===== src/deadf_pkg.sv =====
// Shared types and constants for the dual echo arrival difference block.
// Used by deadf_div and dual_echo_arrival_difference; depends on nothing.
package deadf_pkg;

  // Field widths fixed by the interface
  localparam int MAG_BITS      = 16;                  // max_difference / deadzone width
  localparam int SIL_CFG_BITS  = 24;                  // silence_ticks register width
  localparam int CFG_DATA_BITS = 24;                  // widest register
  localparam int CFG_IDX_BITS  = 2;
  localparam int Q_BITS        = 15;                  // quotient bits, result <= 32767
  localparam int DIVIDEND_BITS = MAG_BITS + Q_BITS;   // mag * 32767 fits in 31 bits
  localparam int DIV_CNT_BITS  = 4;                   // counts Q_BITS steps

  // Register indexes
  localparam logic [CFG_IDX_BITS-1:0] REG_MAX_DIFF = 2'd0;
  localparam logic [CFG_IDX_BITS-1:0] REG_DEADZONE = 2'd1;
  localparam logic [CFG_IDX_BITS-1:0] REG_SILENCE  = 2'd2;

  // Register reset values
  localparam logic [MAG_BITS-1:0]     MAX_DIFF_RESET = 16'd1000;
  localparam logic [MAG_BITS-1:0]     DEADZONE_RESET = 16'd0;
  localparam logic [SIL_CFG_BITS-1:0] SILENCE_RESET  = 24'd100000;

  // Status codes
  localparam logic [1:0] STATUS_NONE     = 2'd0;
  localparam logic [1:0] STATUS_DEADZONE = 2'd1;
  localparam logic [1:0] STATUS_REPORTED = 2'd2;

  // Input word: one microsecond tick
  typedef struct packed {
    logic left_fall;
    logic right_fall;
    logic take;
  } in_word_t;

  // Output word: one per tick
  typedef struct packed {
    logic               available;
    logic [1:0]         status;
    logic signed [15:0] scaled_difference;
  } out_word_t;

  // Divider handshake
  typedef struct packed {
    logic                     start;
    logic [DIVIDEND_BITS-1:0] dividend;
    logic [MAG_BITS-1:0]      divisor;
  } div_req_t;

  typedef struct packed {
    logic              done;
    logic [Q_BITS-1:0] quotient;
  } div_rsp_t;

endpackage


===== src/deadf_div.sv =====
// Restoring divider, one quotient bit per cycle, for the Q15 scaling.
// Depends on deadf_pkg. Quotient is known to fit in Q_BITS bits.
module deadf_div (
  input  logic                clk,
  input  logic                rst,
  input  deadf_pkg::div_req_t req,
  output deadf_pkg::div_rsp_t rsp
);
  import deadf_pkg::*;

  logic [MAG_BITS-1:0]     rem;
  logic [Q_BITS-1:0]       qs;
  logic [DIV_CNT_BITS-1:0] cnt;
  logic                    busy;
  logic                    done;
  logic [MAG_BITS:0]       shifted;
  logic [MAG_BITS:0]       trial;

  // one trial subtract per step
  assign shifted = {rem, qs[Q_BITS-1]};
  assign trial   = shifted - {1'b0, req.divisor};

  always_ff @(posedge clk) begin
    if (rst) begin
      busy <= 1'b0;
      done <= 1'b0;
      cnt  <= '0;
    end else begin
      done <= 1'b0;
      if (req.start) begin
        // high part is already below the divisor, so Q_BITS steps suffice
        rem  <= req.dividend[DIVIDEND_BITS-1:Q_BITS];
        qs   <= req.dividend[Q_BITS-1:0];
        cnt  <= '0;
        busy <= 1'b1;
      end else if (busy) begin
        if (!trial[MAG_BITS]) begin
          rem <= trial[MAG_BITS-1:0];
          qs  <= {qs[Q_BITS-2:0], 1'b1};
        end else begin
          rem <= shifted[MAG_BITS-1:0];
          qs  <= {qs[Q_BITS-2:0], 1'b0};
        end
        cnt <= cnt + 1'b1;
        if (cnt == DIV_CNT_BITS'(Q_BITS - 1)) begin
          busy <= 1'b0;
          done <= 1'b1;
        end
      end
    end
  end

  assign rsp.done     = done;
  assign rsp.quotient = qs;

endmodule


===== src/dual_echo_arrival_difference.sv =====
// Top level of the dual echo arrival difference block: sequencer and state.
// Depends on deadf_pkg and deadf_div.
//
// Usage:
//   Input channel (in_valid / in_stall / in_data) carries one word per
//   microsecond tick: left and right falling-edge flags and a take request.
//   Output channel (out_valid / out_stall / out_data) returns exactly one
//   word per input word: available, status and the Q15 scaled difference.
//   Configuration is written through cfg_write / cfg_index / cfg_data while
//   the block is idle; the user must keep to that, as the block does not
//   enforce it. Index 0 max_difference, 1 deadzone, 2 silence_ticks.
// Timing:
//   A word that does not take a ready pair goes from IDLE, where it is
//   accepted, to OUT, where its result word is offered. A take of a ready
//   pair passes DIFF, CLAMP and CHECK; a deadzone result goes on to OUT. One
//   that reports loads the restoring divider and runs it for 15 steps in DIV;
//   its result word is offered in OUT once the divider is done. in_stall is
//   high from accept until the result word has been taken.
// Reset:
//   rst clears the tick counter, stamps, capture flags and silence timer and
//   loads the register defaults. While out_stall is high the result word is
//   held unchanged and no new input word is accepted.
module dual_echo_arrival_difference #(
  parameter int STAMP_BITS   = 32,
  parameter int SILENCE_BITS = 24
) (
  input  logic                                       clk,
  input  logic                                       rst,
  input  logic                                       in_valid,
  output logic                                       in_stall,
  input  deadf_pkg::in_word_t                        in_data,
  output logic                                       out_valid,
  input  logic                                       out_stall,
  output deadf_pkg::out_word_t                       out_data,
  input  logic                                       cfg_write,
  input  logic [deadf_pkg::CFG_IDX_BITS-1:0]         cfg_index,
  input  logic [deadf_pkg::CFG_DATA_BITS-1:0]        cfg_data
);
  import deadf_pkg::*;

  typedef enum logic [2:0] {IDLE, DIFF, CLAMP, CHECK, DIV, OUT} state_t;

  state_t state;

  // configuration registers
  logic [MAG_BITS-1:0]     max_difference;
  logic [MAG_BITS-1:0]     deadzone;
  logic [SIL_CFG_BITS-1:0] silence_ticks;

  // block state
  logic [STAMP_BITS-1:0]   time_counter;
  logic [STAMP_BITS-1:0]   left_stamp;
  logic [STAMP_BITS-1:0]   right_stamp;
  logic                    left_taken;
  logic                    right_taken;
  logic                    pair_ready;
  logic                    silent;
  logic [SILENCE_BITS-1:0] silence_left;

  // take datapath
  logic                    neg;
  logic [STAMP_BITS-1:0]   mag_full;
  logic [MAG_BITS-1:0]     mag_c;
  logic [1:0]              status;
  logic signed [15:0]      scaled;

  div_req_t                div_req;
  div_rsp_t                div_rsp;

  logic                    accept;
  logic [SILENCE_BITS-1:0] sil_dec;
  logic                    left_cap;
  logic                    right_cap;
  logic                    left_taken_mid;
  logic                    pr_mid;
  logic                    pr_after;
  logic [STAMP_BITS-1:0]   diff;
  logic [15:0]             q_ext;

  assign accept = in_valid && !in_stall;

  // silence countdown for this tick
  assign sil_dec = (silence_left != '0) ? silence_left - 1'b1 : silence_left;

  // edge capture, left then right
  assign left_cap       = in_data.left_fall && !pair_ready && !left_taken;
  assign left_taken_mid = left_taken || left_cap;
  assign pr_mid         = pair_ready || (left_cap && right_taken);
  assign right_cap      = in_data.right_fall && !pr_mid && !right_taken;
  assign pr_after       = pr_mid || (right_cap && left_taken_mid);

  assign diff  = left_stamp - right_stamp;
  assign q_ext = {1'b0, div_rsp.quotient};

  // configuration writes
  always_ff @(posedge clk) begin
    if (rst) begin
      max_difference <= MAX_DIFF_RESET;
      deadzone       <= DEADZONE_RESET;
      silence_ticks  <= SILENCE_RESET;
    end else if (cfg_write) begin
      unique case (cfg_index)
        REG_MAX_DIFF: max_difference <= cfg_data[MAG_BITS-1:0];
        REG_DEADZONE: deadzone       <= cfg_data[MAG_BITS-1:0];
        REG_SILENCE:  silence_ticks  <= cfg_data[SIL_CFG_BITS-1:0];
        default: ;
      endcase
    end
  end

  // sequencer
  always_ff @(posedge clk) begin
    if (rst) begin
      state         <= IDLE;
      time_counter  <= '0;
      left_stamp    <= '0;
      right_stamp   <= '0;
      left_taken    <= 1'b0;
      right_taken   <= 1'b0;
      pair_ready    <= 1'b0;
      silent        <= 1'b0;
      silence_left  <= '0;
      div_req.start <= 1'b0;
      status        <= STATUS_NONE;
      scaled        <= '0;
    end else begin
      div_req.start <= 1'b0;
      unique case (state)
        IDLE: begin
          if (accept) begin
            time_counter <= time_counter + 1'b1;
            if (silent) begin
              silence_left <= sil_dec;
              silent       <= (sil_dec != '0);
            end
            if (left_cap)  left_stamp  <= time_counter;
            if (right_cap) right_stamp <= time_counter;
            if (in_data.take && pr_after) begin
              left_taken  <= 1'b0;
              right_taken <= 1'b0;
              pair_ready  <= 1'b0;
              state       <= DIFF;
            end else begin
              left_taken  <= left_taken_mid;
              right_taken <= right_taken || right_cap;
              pair_ready  <= pr_after;
              status      <= STATUS_NONE;
              scaled      <= '0;
              state       <= OUT;
            end
          end
        end
        DIFF: begin
          // magnitude of the wrapped signed difference
          neg      <= diff[STAMP_BITS-1];
          mag_full <= diff[STAMP_BITS-1] ? STAMP_BITS'(0) - diff : diff;
          state    <= CLAMP;
        end
        CLAMP: begin
          mag_c <= (mag_full > STAMP_BITS'(max_difference)) ? max_difference
                                                             : mag_full[MAG_BITS-1:0];
          state <= CHECK;
        end
        CHECK: begin
          if (mag_c <= deadzone) begin
            status <= STATUS_DEADZONE;
            scaled <= '0;
            state  <= OUT;
          end else begin
            // mag * 32767 as a shift and subtract
            silent           <= 1'b1;
            silence_left     <= SILENCE_BITS'(silence_ticks);
            div_req.dividend <= {mag_c, {Q_BITS{1'b0}}} - DIVIDEND_BITS'(mag_c);
            div_req.divisor  <= max_difference;
            div_req.start    <= 1'b1;
            state            <= DIV;
          end
        end
        DIV: begin
          if (div_rsp.done) begin
            scaled <= neg ? -$signed(q_ext) : $signed(q_ext);
            status <= STATUS_REPORTED;
            state  <= OUT;
          end
        end
        OUT: begin
          if (!out_stall) state <= IDLE;
        end
        default: state <= IDLE;
      endcase
    end
  end

  deadf_div u_div (
    .clk (clk),
    .rst (rst),
    .req (div_req),
    .rsp (div_rsp)
  );

  // ports
  assign in_stall                   = (state != IDLE);
  assign out_valid                  = (state == OUT);
  assign out_data.available         = pair_ready && !silent;
  assign out_data.status            = status;
  assign out_data.scaled_difference = scaled;

  // checks
  a_one_side: assert property (@(posedge clk) disable iff (rst)
    !(out_valid && !in_stall))
    else $error("input accepted while a result word is pending");

  a_zero_unless_reported: assert property (@(posedge clk) disable iff (rst)
    (out_valid && status != STATUS_REPORTED) |-> (scaled == '0))
    else $error("nonzero difference without a report");

  a_report_silences: assert property (@(posedge clk) disable iff (rst)
    (out_valid && status == STATUS_REPORTED) |-> (silent && !out_data.available))
    else $error("report without silence");

  a_pair_flags: assert property (@(posedge clk) disable iff (rst)
    pair_ready |-> (left_taken && right_taken))
    else $error("pair locked without both stamps");

endmodule


===== config.mk =====
export PLATFORM = sky130hd
export DESIGN_NAME = dual_echo_arrival_difference
export DESIGN_NICKNAME = d
export VERILOG_FILES = /design/src/deadf_pkg.sv /design/src/deadf_div.sv /design/src/dual_echo_arrival_difference.sv
export SDC_FILE = /design/constraint.sdc
export NUM_CORES = 1
export LEC_CHECK = 0
export BUFFER_PORTS_ARGS = -buffer_cell sky130_fd_sc_hd__buf_2
export CAP_MARGIN = 20
export CORE_MARGIN = 5
export CORE_UTILIZATION = 63
export DETAILED_ROUTE_END_ITERATION = 8
export HOLD_SLACK_MARGIN = 0.1
export PLACE_DENSITY = 0.81
export SYNTH_ARGS = -nofsm -noshare
export SYNTH_HDL_FRONTEND = slang
export SYNTH_SLANG_ARGS = --single-unit

===== constraint.sdc =====
create_clock -name clk -period 7 [get_ports clk]
set_input_delay 0.35 -clock clk [delete_from_list [all_inputs] [get_ports clk]]
set_output_delay 0.35 -clock clk [all_outputs]
set_load 0.01 [all_outputs]

# --- Yosys cells after proc, flatten, opt, wreduce, memory -nomap -nowiden ---
# Cells that the tools add are included.
word_totals:
  ff_bits: 335
  wordCells: 141
classes:
  addsub: 8
  n_lt_le_gt_ge: 2
  eq_ne: 15
  mux: 42
  n_bitwise: 4
  n_reduce_logical: 44
op_table:
  columns: ["op", "count"]
  rows:
  - ["two-way mux 16 bit", 9]
  - ["two-way mux 24 bit", 4]
  - ["two-way mux 48 bit", 1]
  - ["case mux 16 bit (3 select lines)", 1]
  - ["case mux 24 bit (2 select lines)", 1]
  - ["nonzero test 24 bit", 2]
  - ["adder 32 x 1 -> 32 bit, second input constant", 1]
  - ["> comparator 32 x 16 -> 1 bit", 1]
  - ["subtractor 1 x 32 -> 32 bit, first input constant", 1]
  - ["subtractor 32 bit", 1]
  - ["two-way mux 31 bit", 1]
  - ["subtractor 31 x 16 -> 31 bit", 1]
  - ["two-way mux 15 bit", 2]
  - ["subtractor 24 x 1 -> 24 bit, second input constant", 1]
  - ["case mux 3 bit (6 select lines)", 1]
  - ["subtractor 17 x 16 -> 17 bit", 1]
  - ["less-or-equal comparator 16 bit", 1]
  - ["negation 15 -> 16 bit", 1]
  - ["AND reduction 3 bit", 5]
  - ["AND reduction 2 bit", 7]
  - ["two-way mux 1 bit", 12]
  - ["two-way mux 3 bit", 4]
  - ["!= test 2 bit, second input constant", 6]
  - ["logical AND 1 bit", 9]
  - ["22 further kinds", 41]

# --- Logic depth before layout (Yosys ltp) ---
depth:
  word_depth: 14
  depth_mapped: 15

# --- Modules after synthesis ---
# A second synthesis with hierarchy kept.
unflattened:
  cells_unflattened: 2012
  hier_area_um2: 18104.9
modules_own_cells:
  columns: ["mod", "instances", "cells_per_inst", "area_per_inst_um2", "seq_area_each_um2"]
  rows:
  - ["dual_echo_arrival_difference", 1, 1767, 15553.7, 6926.6]
  - ["deadf_div", 1, 245, 2551.2, 1051.0]

# --- Worst setup path before layout ---
# OpenSTA, ideal clock, no wires.
synth_timing:
  path_type: "reg-to-reg"
  start: "register mag_c[9]"
  end: "register div_req[0] in the netlist's numbering (enable)"
  setup_time_ps: 509
  arrival_time_ps: 4948
  required_ps: 6491
  setup_slack_ps: 1543
  stages_incl_launch_ff: 11
  n_path_buf: 0
  cell_sequence: "edfxtp_1 > ha_1 > a21o_1 > a21o_1 > a21o_1 > a21o_1 > a21o_1 > a21oi_1 > o21ai_0 > nand2_1 > nor3_1"
synth_between:
  elab_chain_cells: 3
synth_lines:
  columns: ["item", "line_no", "source"]
  rows:
  - ["from (decl)", "dual_echo_arrival_difference.sv:63", "logic [MAG_BITS-1:0] mag_c;"]
  - ["from (signal assigned)", "dual_echo_arrival_difference.sv:160", "mag_c <= (mag_full > STAMP_BITS'(max_difference)) ? max_difference"]
  - ["less-or-equal comparator 16 bit", "dual_echo_arrival_difference.sv:165", "if (mag_c <= deadzone) begin"]
  - ["inverter 1 bit (no source line)", null, null]
  - ["AND reduction 3 bit (no source line)", null, null]
  - ["to (decl)", "dual_echo_arrival_difference.sv:67", "div_req_t div_req;"]
# Every way passes these cells.
# A chain may end at the register's enable or synchronous reset.

# --- Final worst setup path ---
layout_timing:
  start: "register left_stamp[0]"
  end: "register mag_full[29], data pin"
layout_between:
  elab_chain_cells: 3
layout_lines:
  columns: ["item", "line_no", "source"]
  rows:
  - ["from (decl)", "dual_echo_arrival_difference.sv:52", "logic [STAMP_BITS-1:0] left_stamp;"]
  - ["from (signal assigned)", "dual_echo_arrival_difference.sv:136", "if (left_cap) left_stamp <= time_counter;"]
  - ["subtractor 32 bit *", "dual_echo_arrival_difference.sv:92", "assign diff = left_stamp - right_stamp;"]
  - ["subtractor 1 x 32 -> 32 bit", "dual_echo_arrival_difference.sv:156", "mag_full <= diff[STAMP_BITS-1] ? STAMP_BITS'(0) - diff : diff;"]
  - ["two-way mux 31 bit *", "dual_echo_arrival_difference.sv:156", null]
  - ["to (signal assigned)", "dual_echo_arrival_difference.sv:156", null]
  - ["to (decl)", "dual_echo_arrival_difference.sv:62", "logic [STAMP_BITS-1:0] mag_full;"]
# Every way passes the cells marked *; elsewhere a longest branch is shown, timed or not.

==> flow_summary.yaml <==
power_and_ir_drop:
  irDropWorstVdd_uv: 179
  leakagePower_nw: 7.57
  power_density_relative_to_cell_area_nw_per_um2: 221
  finalPower_mw: 4.42
placement:
  detailed_place_hpwl_um: 28700
  routabilityCongestion: 0.910
  post_placement_worst_setup_slack_ns: 2.63
  dpl.cell_count: 2400
  placement.io_buffers: 54
  postPlaceCellArea_um2: 18600
global_route:
  first_global_vias: 14100
  grt_remaining_overflow: 0
  grtUsageTotal: 0.248
  grt_first_pass_wirelength_um: 68600
  antenna_found_initial: 0
  grt_start_max_net_pins: 99
synth:
  synthesis.instances: 2044
  ys_dominant_reg_cell: "sky130_fd_sc_hd__dfxtp_1"
  seq_area_frac_synth: 0.441
  synthesis.area_per_instance_um2: 8.85
  synth_nets: 2168
  yosysWarnings: 0
  synth_largest_area_cell: "sky130_fd_sc_hd__dfxtp_1"
  yosys-top-cells-area: "sky130_fd_sc_hd__dfxtp_1 (23%), sky130_fd_sc_hd__edfxtp_1 (21%), sky130_fd_sc_hd__nand2_1 (7.4%)"
  post_synth_num_cell_types: 85
  synth_area_um2: 18100
  synth_top_area_frac: 0.230
  number_of_flops_mapped_to_enable_cells_by_yosys: 127
  asyncSetResetFlopFracSynth: 0
  ys_seq_elements: 335
routing:
  route.final.wire_length_um: 41800
  post_drt_wl_per_cell_um: 16.8
  drt_pass1_iterations: 6
  avgViaCountPerCell: 5.95
  first_iter_violations: 1227
  postRouteAntennaNets: 0
  drc: 0
  dr_total_vias: 14800
die:
  core-area_um2: 28500
  ioPinCount: 55
  fp-row-count: 62
  vertical_die_dimension_um: 179
  floorplan.die.width_um: 179
  floorplan.initialDensity: 0.634
  floorplan.die_area_um2: 32200
timing:
  final-hold-violation-count: 0
  finalWorstSetupSlack_ns: 2.61
  slew_headroom: 0.280
  max_freq_mhz: 228
  fin_crit_sh: 0.628
  grt_setup_unrepaired: "false"
  timing.final.crit_period_ns: 4.39
  tightest_slew_ns: 1.08
  clock_skew_ns: 0.0189
  hold_slack_ns: 0.109
  finalSetupViolCount: 0
  fin_setup_tns_ns: 0
  timing_max_transition_violations_final: 0
clocking:
  postCtsSetupBuffers: 0
  cts.reportedPaths.clkPinSlew_ns: 0.06
  cts_buffers: 36
  worst_skew_pair.late_latency_ns: 0.51
  root_buffer: "sky130_fd_sc_hd__clkbuf_16"
  clock_sinks: 335
  ctsHtreeMaxLevel: 2
  cts.repair.resized: 0
  cts_tree: "yes"
  clk_path_buf_depth: 3
job:
  maxCapViolCount: 0
finish:
  post_route_cells_drive_above_1_share: 0.0949
  final_net_count: 2195
  syn_to_final_growth_pct: 10.3
  finalCoreUtilization: 0.699
  ff_latch_area_um2: 7980
  layout.cells.non_filler: 2481
  fin_area_um2: 20000
  antenna_cells_inserted: 0
  num-fill-cells: 2191
  multi_input_area_um2: 9320
critical_path:
  worst-path-max-fanout: 6
  crit_required_ns: 7.25
  worst-endpoint-arrival_ns: 4.65
  rrSetupSlack_ns: 2.61
  setup.worst_path.end_class: "flip-flop"
  setup.worst_path.start_class: "flip-flop"
  timing.setup.critical_path_class: "flip-flop to flip-flop"
run_status:
  status: "finished, final reports clean"
min_path:
  hold_path_class: "input pin to flip-flop"
## worst paths after layout
| kind | endpoint | start | cells after the start |
|---|---|---|---|
| worst min-delay path | silence_ticks[13]$_SDFFE_PP0P_ | cfg_data[13] | 3 |
| worst min register to register | status[1]$_SDFFE_PP0P_ | status[1]$_SDFFE_PP0P_ | 1 |
| worst max register to register | mag_full[29]$_DFFE_PP_ | left_stamp[0]$_SDFFE_PP0P_ | 14 |
| worst max-delay path | mag_full[29]$_DFFE_PP_ | left_stamp[0]$_SDFFE_PP0P_ | 14 |
## repair_timing
| action | in CTS | in global routing |
|---|---|---|
| endpoints found under the setup margin | 0 | 0 |
| hold endpoints to repair | 16 | 0 |
| hold buffers | 15 | 0 |
## layer usage
| metal | global-route usage | vias up | wire (µm) |
|---|---|---|---|
| met4 | 0.0902 | 0 | 1500 |
| met2 | 0.426 | 404 | 20300 |
| li1 | - | 7241 | - |
| met5 | 0 | - | 0 |
| met3 | 0.0327 | 108 | 2090 |
| met1 | 0.322 | 7000 | 17900 |
## cell usage in the layout, fill, tap and decap left out, types with 18 or more instances in the layout
| cell | n |
|---|---|
| sky130_fd_sc_hd__nor2_1 | 143 |
| sky130_fd_sc_hd__inv_1 | 118 |
| sky130_fd_sc_hd__nand4_1 | 25 |
| sky130_fd_sc_hd__a21oi_1 | 197 |
| sky130_fd_sc_hd__buf_2 | 53 |
| sky130_fd_sc_hd__a21o_1 | 24 |
| sky130_fd_sc_hd__dfxtp_1 | 207 |
| sky130_fd_sc_hd__edfxtp_1 | 127 |
| sky130_fd_sc_hd__xnor2_1 | 81 |
| sky130_fd_sc_hd__o21ai_0 | 88 |
| sky130_fd_sc_hd__nor3_1 | 27 |
| sky130_fd_sc_hd__or3_1 | 18 |
| sky130_fd_sc_hd__nor4_1 | 18 |
| sky130_fd_sc_hd__ha_1 | 88 |
| sky130_fd_sc_hd__nand3_1 | 40 |
| sky130_fd_sc_hd__xor2_1 | 65 |
| sky130_fd_sc_hd__nand2_1 | 356 |
| sky130_fd_sc_hd__nand2b_1 | 19 |
| sky130_fd_sc_hd__clkbuf_16 | 38 |
| sky130_fd_sc_hd__mux2_2 | 34 |
| sky130_fd_sc_hd__a22o_1 | 19 |
## registers in the layout (all words and copies together), names as in the netlist, 24 cells and up
signal	count
div_req	48
left_stamp	32
mag_full	32
right_stamp	32
time_counter	32
silence_left	24
silence_ticks	24
## power by group
group          leakage (nW)  switching [mW]  internal, mW
logic                  4.18           0.290         0.179
registers              2.83          0.0459          2.07
clock network         0.560           0.751          1.08
total                  7.57            1.09          3.33
## critical path: stages (launching register included)
cell and delay, ns:
sky130_fd_sc_hd__dfxtp_1 0.31, sky130_fd_sc_hd__inv_1 0.05, sky130_fd_sc_hd__ha_1 0.17, sky130_fd_sc_hd__inv_1 0.06, sky130_fd_sc_hd__fa_1 0.39, sky130_fd_sc_hd__a21o_1 0.20, sky130_fd_sc_hd__a221o_1 0.34, sky130_fd_sc_hd__a2111o_1 0.46
sky130_fd_sc_hd__o311ai_2 0.12, sky130_fd_sc_hd__o2111ai_4 0.19, sky130_fd_sc_hd__a2111oi_2 0.38, sky130_fd_sc_hd__or4b_4 0.56, sky130_fd_sc_hd__nor4b_2 0.54, sky130_fd_sc_hd__a31oi_1 0.20, sky130_fd_sc_hd__xnor2_1 0.16
## synthesized netlist by cell type, types with 7 or more instances
| library cell | instances |
|---|---|
| sky130_fd_sc_hd__nand2_1 | 356 |
| sky130_fd_sc_hd__dfxtp_1 | 208 |
| sky130_fd_sc_hd__a21oi_1 | 197 |
| sky130_fd_sc_hd__nor2_1 | 146 |
| sky130_fd_sc_hd__edfxtp_1 | 127 |
| sky130_fd_sc_hd__inv_1 | 118 |
| sky130_fd_sc_hd__ha_1 | 88 |
| sky130_fd_sc_hd__o21ai_0 | 88 |
| sky130_fd_sc_hd__clkbuf_1 | 87 |
| sky130_fd_sc_hd__xnor2_1 | 82 |
| sky130_fd_sc_hd__xor2_1 | 65 |
| sky130_fd_sc_hd__nand3_1 | 40 |
| sky130_fd_sc_hd__mux2_2 | 34 |
| sky130_fd_sc_hd__nor3_1 | 28 |
| sky130_fd_sc_hd__nand4_1 | 25 |
| sky130_fd_sc_hd__a21o_1 | 24 |
| sky130_fd_sc_hd__a22o_1 | 19 |
| sky130_fd_sc_hd__nand2b_1 | 19 |
| sky130_fd_sc_hd__nor4_1 | 19 |
| sky130_fd_sc_hd__or3_1 | 18 |
| sky130_fd_sc_hd__a31oi_1 | 16 |
| sky130_fd_sc_hd__or2_2 | 15 |
| sky130_fd_sc_hd__and3_1 | 14 |
| sky130_fd_sc_hd__o31ai_1 | 14 |
| sky130_fd_sc_hd__a211oi_1 | 13 |
| sky130_fd_sc_hd__o21a_1 | 13 |
| sky130_fd_sc_hd__mux2i_1 | 12 |
| sky130_fd_sc_hd__and2_1 | 10 |
| sky130_fd_sc_hd__nor3b_1 | 10 |
| sky130_fd_sc_hd__o211ai_1 | 10 |
| sky130_fd_sc_hd__nor2b_1 | 8 |
| sky130_fd_sc_hd__a221o_1 | 7 |
| sky130_fd_sc_hd__buf_1 | 7 |
## layout make-up
cell class	instances	area share
tap	384	0.0241
timing repair buffer	87	0.0292
multi-input combinational	1492	0.467
inverter	119	0.0224
sequential	335	0.400
clock buffer	58	0.0554
clock inverter	6	0.00176
## logic make-up after synthesis
kind of cell               after synthesis  share of synthesized area
and+or+nand+nor                        736                      0.185
AOI/OAI and AO/OA                      473                      0.165
DFF                                    335                      0.441
buffers and inverters                  217                     0.0461
xor gates and xnor gates               147                     0.0712
adders and majority gates               90                     0.0631
muxes                                   46                     0.0278
Power figures use the tool's default switching activity.
